`src/hdl/wdl_pkg.sv`:
```
package wdl_pkg;

    // String capacity and the widths that follow from it.
    localparam int MAX_LEN   = 64;
    localparam int LEN_W     = $clog2(MAX_LEN + 1);
    localparam int IDX_W     = $clog2(MAX_LEN);
    localparam int ROW_SPAN  = 2 ** LEN_W;
    localparam int ROW_DEPTH = 3 * ROW_SPAN;
    localparam int ROW_AW    = $clog2(ROW_DEPTH);

    // A cell never exceeds MAX_LEN * (insert + delete); one weight on top still fits.
    localparam int COST_W    = $clog2(2 * MAX_LEN * 256 + 256);

    localparam int CHAR_W    = 8;
    localparam int WEIGHT_W  = 8;
    localparam int DIST_W    = 16;
    localparam int CMD_W     = 2;
    localparam int CFG_IDX_W = 2;
    localparam int WIDE_W    = (COST_W > DIST_W) ? COST_W : DIST_W;

    typedef enum logic [CMD_W-1:0] {
        CMD_APPEND_FIRST  = 2'd0,
        CMD_APPEND_SECOND = 2'd1,
        CMD_COMPUTE       = 2'd2,
        CMD_NONE          = 2'd3
    } t_cmd;

    typedef enum logic [CFG_IDX_W-1:0] {
        REG_SWAP   = 2'd0,
        REG_SUBST  = 2'd1,
        REG_INSERT = 2'd2,
        REG_DELETE = 2'd3
    } t_reg;

    typedef enum logic [2:0] {
        ST_IDLE,
        ST_INIT,
        ST_ROW,
        ST_CELL,
        ST_DONE
    } t_state;

    typedef logic [1:0] t_row;

    typedef struct packed {
        logic [WEIGHT_W-1:0] swap;
        logic [WEIGHT_W-1:0] subst;
        logic [WEIGHT_W-1:0] ins;
        logic [WEIGHT_W-1:0] del;
    } t_weights;

    typedef struct packed {
        logic [COST_W-1:0] diag;
        logic [COST_W-1:0] up;
        logic [COST_W-1:0] older;
        logic [COST_W-1:0] left;
        logic [CHAR_W-1:0] fi;
        logic [CHAR_W-1:0] fim1;
        logic [CHAR_W-1:0] sj;
        logic [CHAR_W-1:0] sjm1;
        logic              swap_ok;
    } t_cell_in;

    function automatic logic [DIST_W-1:0] saturate_dist(input logic [COST_W-1:0] cost);
        logic [WIDE_W-1:0] wide;
        begin
            wide = WIDE_W'(cost);
            if (wide > WIDE_W'((2 ** DIST_W) - 1)) begin
                return '1;
            end
            return wide[DIST_W-1:0];
        end
    endfunction

endpackage

```
`src/hdl/wdl_char_mem.sv`:
```
module wdl_char_mem
    import wdl_pkg::*;
(
    input  logic              i_clk,
    input  logic              i_we,
    input  logic [IDX_W-1:0]  i_waddr,
    input  logic [CHAR_W-1:0] i_wdata,
    input  logic [IDX_W-1:0]  i_raddr_a,
    input  logic [IDX_W-1:0]  i_raddr_b,
    output logic [CHAR_W-1:0] o_rdata_a,
    output logic [CHAR_W-1:0] o_rdata_b
);

    logic [CHAR_W-1:0] r_mem [0:MAX_LEN-1];

    always_ff @(posedge i_clk) begin
        if (i_we) begin
            r_mem[i_waddr] <= i_wdata;
        end
    end

    always_ff @(posedge i_clk) begin
        o_rdata_a <= r_mem[i_raddr_a];
        o_rdata_b <= r_mem[i_raddr_b];
    end

endmodule

```
`config.mk`:
```
export PLATFORM = sky130hd
export DESIGN_NAME = wdl_char_mem
export DESIGN_NICKNAME = d
export VERILOG_FILES = /design/src/hdl/wdl_pkg.sv /design/src/hdl/wdl_char_mem.sv
export SDC_FILE = /design/constraint.sdc
export NUM_CORES = 1
export LEC_CHECK = 0
export BUFFER_PORTS_ARGS = -buffer_cell sky130_fd_sc_hd__buf_2
export CORE_UTILIZATION = 55
export CTS_BUF_LIST = sky130_fd_sc_hd__clkbuf_8
export CTS_CLUSTER_SIZE = 30
export DETAILED_ROUTE_END_ITERATION = 8
export GPL_TIMING_DRIVEN = 0
export HOLD_SLACK_MARGIN = 0.03
export PLACE_DENSITY = 0.71
export SLEW_MARGIN = 10
export SYNTH_ARGS = -nofsm -noshare
export SYNTH_HDL_FRONTEND = slang
export SYNTH_SLANG_ARGS = --single-unit
```
`constraint.sdc`:
```
create_clock -name i_clk -period 2.1 [get_ports i_clk]
set_input_delay 0.105 -clock i_clk [delete_from_list [all_inputs] [get_ports i_clk]]
set_output_delay 0.105 -clock i_clk [all_outputs]
set_load 0.05 [all_outputs]
```
==> out/metrics.yaml <==
route:
  remaining_drc_errors: 0
  firstDrtPassIters: 7
  ant_nets: 0
  post_drt_via_cell_ratio: 7.14
  drt_wl_total_mm: 70.0
  initialDrtViolationCount: 1920
  vias: 14200
  post_drt_wl_per_cell_um: 35.2
worst_hold_path:
  hold_start: "i_wdata[0]"
  whs_path_depth: 1
  min_to: "r_mem[51][0]"
  hold_path_class: "input port to register"
worst_setup_path:
  path_depth: 7
  crit_top_cell: "buf_2"
  path_cells: "buf_1 -> buf_2 -> buf_2 -> mux2i_1 -> a21oi_1 -> nand3_1 -> nand2_1"
  critPathMaxStageDelay_ns: 0.54
  timing.rr.end: "o_rdata_a[7]"
  cp.arrival_ns: 2.69
  cp_slowest_cell: "buf_2"
  ff2ff_path_depth: 5
  crit_buf_inv: 3
  path_max_fanout: 10
  endpoint_kind: "register"
  critPathLaunchType: "input port"
  crit_family: "buffers and inverters"
  worstReg2RegStart: "r_mem[2][7]"
  regToRegSetupSlack_ns: -0.03
  crit_type: "input port to register"
  required_ns: 2.59
sta:
  worst_slack_ns: -0.0995
  period_minus_slack_ns: 2.20
  max_clock_freq_mhz: 455
  worst_pin_slew_ns: 1.25
  min_period_over_period_pct: 105
  setup_viol: 6
  finalHoldViolCount: 0
  fin_worst_skew_ns: 0.0403
  rsz0062_at_grt: "true"
  slew-limit-headroom_pct: 16.6
  drv_slew: 0
logic_synthesis:
  synth_ff_type: "edfxtp_1"
  seq_area_frac_synth_pct: 64.7
  yosysTopAreaCell: "edfxtp_1"
  synthesis.nets: 1239
  avgSynthCellArea_um2: 20.0
  synthArstFlopShare_pct: 0
  netlist_area_um2: 24300
  yosys_register_bits: 528
  synth_edf_count: 512
  yosysUniqueCellTypes: 38
  yosysMostFrequentCell: "edfxtp_1"
  yosys_warnings: 0
  ys_top_cells_by_count: "edfxtp_1 (512), mux4_2 (270), nor2_1 (75)"
  synthCells: 1211
  ys_top_cells_by_area: "edfxtp_1 (63%), mux4_2 (25%), mux2i_1 (2.7%)"
  yosysTopAreaCellShare_pct: 63.3
clock_network:
  cts_setup_buffers: 0
  numCtsBuffers: 85
  clk-insertion-delay-late_ns: 0.67
  cts_buffer_depth: 3
  root_buffer: "clkbuf_8"
  cts_tree: "yes"
  clkTransAtPathRegs_ns: 0.06
  htree_levels: 3
  cts_sinks: 528
pwr:
  swShare_pct: 24.5
  intPower_mw: 17.0
  vdd_drop_max_uv: 677
  combPwrFrac_pct: 9.6
  total_power_mw: 22.5
  pwr-share-seq_pct: 51.9
  p_leak_nw: 8.66
  power_switching_mw: 5.54
  power_density_nw_per_um2: 837
  clockPowerShare_pct: 38.5
grt:
  grt_util_all_layers_pct: 32.4
  grt_start_max_net_pins: 65
  antenna_found_initial: 5
  grt_pass1_wl_mm: 98.5
  grt_pass1_vias: 14200
  grt_overflow_total: 0
die:
  die_y_um: 212
  fp.dieW_um: 212
  dieArea_um2: 45000
  io_pins: 44
  initial_utilization_pct: 56.1
  core_um2: 43300
  rows: 76
final_layout:
  fin_util_pct: 62.3
  num-nets-final: 1361
  drive_gt1_share_pct: 34.7
  final_area_um2: 27000
  area_growth_pct: 11.0
placement:
  placed_area_um2: 25200
  gp_congestion: 0.998
  place_ws_ns: -1.17
  hpwl_mm: 47.3
  port_buffers: 29
status:
  violations: "negative setup slack"
  run_status: "finished with violations"
flow_run:
  drv_cap: 0
[metrics by stage]
stage / hold WS [ns] / TNS, ns / cells
floorplan: 0.204 / 0 / 1211
global placement: 0.573 / -65.65 / 1825
detailed placement: 0.572 / -94.47 / 1826
CTS: 0.0613 / -0.0306 / 1984
global route: 0.0382 / -0.0574 / 1984
finish: 0.0406 / -0.286 / 1988
[worst max-delay path by stage]
| stage | slack (ns) | end | start |
|---|---|---|---|
| floorplan | 0.18 | o_rdata_b[4] | i_raddr_b[0] |
| global placement | -1.22 | o_rdata_b[3] | i_raddr_b[1] |
| detailed placement | -1.17 | o_rdata_b[3] | i_raddr_b[1] |
| CTS | -0.03 | o_rdata_a[7] | r_mem[7][7] |
| global route | -0.06 | o_rdata_a[7] | r_mem[2][7] |
| finish | -0.1 | o_rdata_b[0] | i_raddr_b[2] |
[flip-flops by register name, summed over array words and instances, names as in the netlist]
signal,flops
r_mem,512
o_rdata_b,8
o_rdata_a,8
[layout by cell type, fill, tap and decap left out, types with 6 or more instances in the layout]
master / instances
edfxtp_1: 512
clkbuf_8: 90
o21ai_0: 15
nor2_1: 74
clkbuf_2: 12
o22ai_1: 20
a21oi_1: 10
a221oi_1: 7
clkinv_2: 10
mux2i_1: 66
clkbuf_4: 7
clkinv_1: 20
mux4_2: 270
clkbuf_1: 22
dfxtp_1: 16
nor2b_1: 8
nand2_1: 28
buf_6: 6
a22oi_1: 14
buf_2: 53
nand3_1: 19
buf_4: 16
inv_1: 29
nand2b_1: 6
[cell type report]
class | instances | area (µm²)
buffer | 93 | 528
timing repair buffer | 35 | 210
fill | 3063 | 16300
antenna | 4 | 10.0
multi-input combinational | 587 | 8140
sequential | 528 | 15700
tap | 585 | 732
inverter | 3 | 11.3
clock inverter | 63 | 384
clock buffer | 90 | 1240
[worst register-to-register path, stage by stage (launching register included)]
cell and delay [ns]:
edfxtp_1 0.39, mux4_2 0.48, mux4_2 0.50, nor2_4 0.13, a2111oi_2 0.08, a311o_2 0.42
[power by group through the flow]
| stage | combinational (mW) | sequential (mW) | clock [mW] |
|---|---|---|---|
| 2_1_floorplan | 1.14 | 12.1 | 0 |
| 3_3_place_gp | 2.06 | 11.9 | 0 |
| 5_1_grt | 2.21 | 11.7 | 9.17 |
| 6_report | 2.16 | 11.7 | 8.69 |
| 4_1_cts | 2.10 | 11.7 | 8.72 |
| 3_5_place_dp | 2.08 | 11.9 | 0 |
[routing by layer]
layer  vias up  track usage (%)  part of all wire, %
li1       5499                -                    -
met2      1071             50.0                   47
met5         -                0                 0.11
met3       230             9.20                   12
met1      7394             42.9                   36
met4         2             15.3                  5.2
[cells by family after synthesis]
group / Yosys count / synth area share, %
flops: 528 / 64.7
buf+inv: 96 / 1.98
compound gates: 100 / 2.81
simple gates: 149 / 2.69
mux: 338 / 27.9
[timing repair]
item / 4_1_cts / 5_1_grt
pin swaps: 1 / 1
gates resized for setup: 23 / 28
endpoints found under the hold margin: 3 / 0
hold buffers: 5 / 0
setup endpoints to repair: 15 / 14
(Power assumes the default switching activity.)
