==> src/hdl/wdl_pkg.sv <==
package wdl_pkg;

    // String capacity and the widths that follow from it.
    localparam int MAX_LEN   = 64;
    localparam int LEN_W     = $clog2(MAX_LEN + 1);
    localparam int IDX_W     = $clog2(MAX_LEN);
    localparam int ROW_SPAN  = 2 ** LEN_W;
    localparam int ROW_DEPTH = 3 * ROW_SPAN;
    localparam int ROW_AW    = $clog2(ROW_DEPTH);

    // A cell never exceeds MAX_LEN * (insert + delete); one weight on top still fits.
    localparam int COST_W    = $clog2(2 * MAX_LEN * 256 + 256);

    localparam int CHAR_W    = 8;
    localparam int WEIGHT_W  = 8;
    localparam int DIST_W    = 16;
    localparam int CMD_W     = 2;
    localparam int CFG_IDX_W = 2;
    localparam int WIDE_W    = (COST_W > DIST_W) ? COST_W : DIST_W;

    typedef enum logic [CMD_W-1:0] {
        CMD_APPEND_FIRST  = 2'd0,
        CMD_APPEND_SECOND = 2'd1,
        CMD_COMPUTE       = 2'd2,
        CMD_NONE          = 2'd3
    } t_cmd;

    typedef enum logic [CFG_IDX_W-1:0] {
        REG_SWAP   = 2'd0,
        REG_SUBST  = 2'd1,
        REG_INSERT = 2'd2,
        REG_DELETE = 2'd3
    } t_reg;

    typedef enum logic [2:0] {
        ST_IDLE,
        ST_INIT,
        ST_ROW,
        ST_CELL,
        ST_DONE
    } t_state;

    typedef logic [1:0] t_row;

    typedef struct packed {
        logic [WEIGHT_W-1:0] swap;
        logic [WEIGHT_W-1:0] subst;
        logic [WEIGHT_W-1:0] ins;
        logic [WEIGHT_W-1:0] del;
    } t_weights;

    typedef struct packed {
        logic [COST_W-1:0] diag;
        logic [COST_W-1:0] up;
        logic [COST_W-1:0] older;
        logic [COST_W-1:0] left;
        logic [CHAR_W-1:0] fi;
        logic [CHAR_W-1:0] fim1;
        logic [CHAR_W-1:0] sj;
        logic [CHAR_W-1:0] sjm1;
        logic              swap_ok;
    } t_cell_in;

    function automatic logic [DIST_W-1:0] saturate_dist(input logic [COST_W-1:0] cost);
        logic [WIDE_W-1:0] wide;
        begin
            wide = WIDE_W'(cost);
            if (wide > WIDE_W'((2 ** DIST_W) - 1)) begin
                return '1;
            end
            return wide[DIST_W-1:0];
        end
    endfunction

endpackage

==> src/hdl/wdl_cell_unit.sv <==
module wdl_cell_unit
    import wdl_pkg::*;
(
    input  t_weights          i_weights,
    input  t_cell_in          i_cell,
    output logic [COST_W-1:0] o_cost
);

    logic [COST_W-1:0] c_diag;
    logic [COST_W-1:0] c_swap;
    logic [COST_W-1:0] c_up;
    logic [COST_W-1:0] c_left;
    logic [COST_W-1:0] m_swap;
    logic [COST_W-1:0] m_up;
    logic              swap_hit;

    always_comb begin
        c_diag = i_cell.diag + ((i_cell.fi != i_cell.sj) ? COST_W'(i_weights.subst) : '0);
        c_swap = i_cell.older + COST_W'(i_weights.swap);
        c_up   = i_cell.up + COST_W'(i_weights.del);
        c_left = i_cell.left + COST_W'(i_weights.ins);

        // A swap only counts when the two adjacent characters appear crossed.
        swap_hit = i_cell.swap_ok && (i_cell.fim1 == i_cell.sj) && (i_cell.fi == i_cell.sjm1);

        m_swap = (swap_hit && (c_swap < c_diag)) ? c_swap : c_diag;
        m_up   = (c_up < m_swap) ? c_up : m_swap;
        o_cost = (c_left < m_up) ? c_left : m_up;
    end

endmodule

==> config.mk <==
export PLATFORM = sky130hd
export DESIGN_NAME = wdl_cell_unit
export DESIGN_NICKNAME = d
export VERILOG_FILES = /design/src/hdl/wdl_pkg.sv /design/src/hdl/wdl_cell_unit.sv
export SDC_FILE = /design/constraint.sdc
export NUM_CORES = 1
export LEC_CHECK = 0
export BUFFER_PORTS_ARGS = -buffer_cell sky130_fd_sc_hd__buf_4
export CAP_MARGIN = 20
export CORE_ASPECT_RATIO = 0.9
export CORE_MARGIN = 2
export CORE_UTILIZATION = 39
export DETAILED_ROUTE_END_ITERATION = 6
export GPL_ROUTABILITY_DRIVEN = 0
export GPL_TIMING_DRIVEN = 1
export PLACE_DENSITY = 0.65
export SLEW_MARGIN = 25
export SYNTH_ARGS = -nofsm -noshare
export SYNTH_HDL_FRONTEND = slang
export SYNTH_SLANG_ARGS = --single-unit
==> constraint.sdc <==
create_clock -name vclk -period 16.5
set_input_delay 3.3 -clock vclk [all_inputs]
set_output_delay 3.3 -clock vclk [all_outputs]
set_load 0.01 [all_outputs]
==> flow_summary.yaml, run 1 <==
outcome:
  status: "completed"
sta:
  setup_viol: 0
  hold_viol: 0
  fin_crit_sh: 0.954
  relSlewSlack: 0.430
  slew_violations: 0
  fin_crit_ns: 15.75
  tightestPinTransition_ns: 0.845
  tns_ns: 0
  fmaxAchievable_mhz: 63.5
global_routing:
  grt_pass1_wl_um: 18700
  antenna_found_initial: 0
  grt_usage: 0.198
  grt_pass1_vias: 4255
  grt_max_degree: 16
  grt_overflow: 0
floorplan:
  die_h_um: 99.9
  std_cell_rows: 34
  core-area_sq_um: 9780
  num_io_pins: 145
  dieArea_sq_um: 11000
  start_util: 0.407
  fp.dieW_um: 111
finish:
  drive_gt1_frac: 0.268
  final_common_cell: "buf_4"
  mostFrequentLayoutCells: "157 x buf_4, 75 x ha_1, 52 x inv_1"
  clock_buffers: 0
  final_nets: 870
  fillCellCount: 964
  seq_cells: 0
  ff_latch_area_sq_um: 0
  area_delta_synth_final_pct: 32.6
  final_util: 0.540
  antenna_cells: 0
synthesis:
  yosysUniqueCellTypes: 57
  synthXorXnorAreaFrac: 0.177
  syn_nets: 714
  synth_area_sq_um: 3980
  synth_top_area_frac: 0.236
  synthTopCellsByArea: "ha_1 24%, xnor2_1 10%, mux2i_1 9.5%"
  ys_warn_count: 0
  synth_adder_area_share: 0.256
  synthCells: 506
  synth_top_family_by_area: "adder cells"
  synth_compound_area_frac: 0.224
  synth_seq_area_share: 0
  yosys.area.top_type: "ha_1"
  synth_mux_area_frac: 0.117
  yosys.area_share.simple: 0.167
  avgSynthCellArea_sq_um: 7.87
pwr:
  seqPwrFrac: 0
  switching_power_mw: 0.135
  switching_share: 0.504
  peakVddDrop_uv: 42.4
  power_frac_clock: 0
  power_mw: 0.267
  p_leak_nw: 2.62
  power_density_nw_per_um2: 50.6
  p_int_mw: 0.133
  combinationalPowerShare: 1.000
worst_hold_path:
  min_delay_worst_endpoint: "o_cost[15]"
  min_from: "i_cell[48]"
  hold_class: "in -> out"
  hold_path_depth: 4
route:
  first_pass_iters: 4
  wl_um: 11500
  detail_route.wl_per_cell_um: 14.7
  drc: 0
  antenna_left: 0
  num_vias: 4209
  first_iter_violations: 159
  vias_per_cell: 5.35
clock_tree:
  cts_hold_buf: 0
critical_path:
  worst_setup_path_start_kind: "input pin"
  crit_top_cell: "buf_4"
  crit_fanout: 13
  crit_family: "compound AO/OA/AOI/OAI gates"
  cp_num_buf_inv: 8
  cp.arrival_ns: 12.45
  endpoint_kind: "output pin"
  critical_path_class: "in -> out"
  required_ns: 13.20
  cpMaxStageDelayCell: "a2111oi_2"
  cp_slowest_stage_delay_ns: 0.49
place:
  post-dp-hpwl_um: 10500
  port_buffers: 145
job:
  cap_violations: 0
-- repair_timing --
action	in CTS	in global routing
resized for setup	0	2
setup buffers	0	9
setup endpoints to repair	0	16
-- metal layers --
metal | GRT usage | share of wire
met1 | 0.249 | 0.45
met2 | 0.370 | 0.48
met3 | 0.0362 | 0.062
met4 | 0.0125 | 0.0059
met5 | 0 | 0
-- area by class of cell --
| cell class | count | area, sq um | area share |
|---|---|---|---|
| Timing Repair Buffer | 157 | 1180 | 0.223 |
| Multi-Input combinational cell | 451 | 3750 | 0.710 |
| Tap cell | 126 | 158 | 0.0298 |
| Inverter | 52 | 195 | 0.0369 |
-- power groups by stage --
stage | clock, mW | combinational [mW] | sequential, mW
floorplan | 0 | 0.173 | 0
global placement | 0 | 0.251 | 0
detailed placement | 0 | 0.257 | 0
CTS | 0 | 0.259 | 0
global route | 0 | 0.299 | 0
finish | 0 | 0.267 | 0
-- synth_stat cells, drive strengths merged (2+ instances only) --
master   number
a21o         20
fa            4
nand3        13
a211oi       14
xnor2        46
nand3b        2
a2111oi       4
nor4          4
o211ai        6
o21a          4
nand4        17
nand2        25
a31oi         2
nor2b         8
o21ai        18
nand2b        4
nor2         18
mux2i        38
buf           3
o21bai        6
or3           3
ha           75
o311ai        3
a21oi        34
inv          52
nor3b         2
and4          2
and3          8
and2         11
xor2         32
mux2          7
nor3          6
o2111ai       2
or2           2
-- worst max path at each step --
stage,from,cells past startpoint,slack (ns),end
2_1_floorplan,i_cell[16],42,1.77,o_cost[10]
3_3_place_gp,i_cell[12],41,0.65,o_cost[7]
3_5_place_dp,i_cell[12],41,0.31,o_cost[7]
4_1_cts,i_cell[12],41,0.27,o_cost[7]
5_1_grt,i_cell[12],42,-0.04,o_cost[7]
6_report,i_cell[12],41,0.75,o_cost[7]
-- cell families after synthesis --
logic type / count (synthesis)
adder cells (fa/ha/maj): 79
AO/OA/AOI/OAI: 123
XOR/XNOR: 79
multiplexers: 45
AND/OR/NAND/NOR: 125
buffers and inverters: 55
-- stage by stage --
step	setup WS [ns]	std cells	hold slack, ns	area [sq um]
after detailed placement	0.310	777	7.02	5210
after floorplan	1.77	506	6.82	3980
after global placement	0.654	777	7.03	5210
after global routing	-0.0410	786	7.05	5280
after CTS	0.271	777	7.02	5210
final	0.753	786	7.02	5280
Power figures use the tool's default switching activity.
==> run 2: changes to the inputs <==
PLACE_DENSITY = 0.73   (was 0.65)
==> flow_summary.yaml, run 2 (synthesis gave the netlist of run 1 again) <==
floorplan:
  start_util: 0.407
  std_cell_rows: 34
  num_io_pins: 145
  core-area_sq_um: 9780
  fp.dieW_um: 111
  die_h_um: 99.9
  dieArea_sq_um: 11000
sta:
  fmaxAchievable_mhz: 63.7
  rsz0062_at_grt: "no"
  fin_crit_ns: 15.70
  setup_viol: 0
  tightestPinTransition_ns: 0.877
  tns_ns: 0
  relSlewSlack: 0.408
  slew_violations: 0
  hold_viol: 0
  fin_crit_sh: 0.951
finish:
  final_util: 0.534
  fin_cells: 779
  mostFrequentLayoutCells: "150 x buf_4, 75 x ha_1, 52 x inv_1"
  clock_buffers: 0
  ff_latch_area_sq_um: 0
  final_nets: 863
  final_common_cell: "buf_4"
  antenna_cells: 0
  drive_gt1_frac: 0.260
  area_delta_synth_final_pct: 31.2
  seq_cells: 0
critical_path:
  required_ns: 13.20
  crit_fanout: 13
  critical_path_class: "in -> out"
  cp_slowest_stage_delay_ns: 0.48
  worst_setup_path_start_kind: "input pin"
  cp.arrival_ns: 12.40
  endpoint_kind: "output pin"
  cpMaxStageDelayCell: "a2111oi_2"
  crit_top_cell: "buf_4"
global_routing:
  grt_overflow: 0
  grt_max_degree: 14
  grt_pass1_vias: 4338
  grt_pass1_wl_um: 19300
  grt_usage: 0.203
  antenna_found_initial: 0
place:
  dp.cells: 778
  post-dp-hpwl_um: 10500
  port_buffers: 145
route:
  num_vias: 4182
  antenna_left: 0
  wl_um: 11500
  first_pass_iters: 4
  drc: 0
  detail_route.wl_per_cell_um: 14.8
  vias_per_cell: 5.37
  first_iter_violations: 148
pwr:
  peakVddDrop_uv: 36.4
  p_leak_nw: 2.59
  power_mw: 0.260
  power_density_nw_per_um2: 49.7
job:
  cap_violations: 0
worst_hold_path:
  hold_path_depth: 4
  hold_class: "in -> out"
clock_tree:
  cts_hold_buf: 0
outcome:
  status: "completed"
[run 2: cell count changes in the layout (fill, tap and decap cells not counted)]
cell	previous run	this run
buf_4	157	150
a2111oi_1	1	0
a2111oi_0	2	3
[run 2: power breakdown]
| part | total, mW | internal, mW | switching (mW) |
|---|---|---|---|
| registers | 0 | 0 | 0 |
| logic | 0.260 | 0.127 | 0.133 |
| clock network | 0 | 0 | 0 |
| total | 0.260 | 0.127 | 0.133 |
[run 2: area by class of cell]
cell class | count | area, sq um
Fill cell | 971 | 4560
Inverter | 52 | 195
Multi-Input combinational cell | 451 | 3750
Tap cell | 126 | 158
Timing Repair Buffer | 150 | 1130
[run 2: through the flow]
| stage | setup WS [ns] | cell area (sq um) | hold WS, ns |
|---|---|---|---|
| after detailed placement | 0.577 | 5220 | 7.03 |
| after floorplan | 1.77 | 3980 | 6.82 |
| final | 0.802 | 5230 | 7.03 |
| after global routing | 0.0996 | 5230 | 7.08 |
| after global placement | 0.976 | 5220 | 7.04 |
| after CTS | 0.594 | 5220 | 7.03 |
[run 2: routing by layer]
layer,share of wire,vias up,track usage
met5,0,-,0
li1,-,2152,-
met1,0.45,1901,0.260
met2,0.48,127,0.382
met4,0.0020,0,0.00865
met3,0.066,2,0.0326
[run 2: critical path, delay by kind of cell]
kind                     cells  cell delay, ns
adder cells (fa/ha/maj)      4            1.14
multiplexers                 3            0.81
AND/OR/NAND/NOR              9            2.11
buffers and inverters        7            1.13
AO/OA/AOI/OAI               15            3.59
XOR/XNOR                     2            0.31
[run 2: repair_timing]
action                     4_1_cts  5_1_grt
resized for setup                0        1
setup endpoints to repair        0        9
buffers inserted                 0        1
[run 2: worst paths after layout]
path              startpoint    endpoint  slack, ns
hold / removal    i_cell[43]  o_cost[10]       7.03
setup / recovery  i_cell[16]  o_cost[11]       0.80
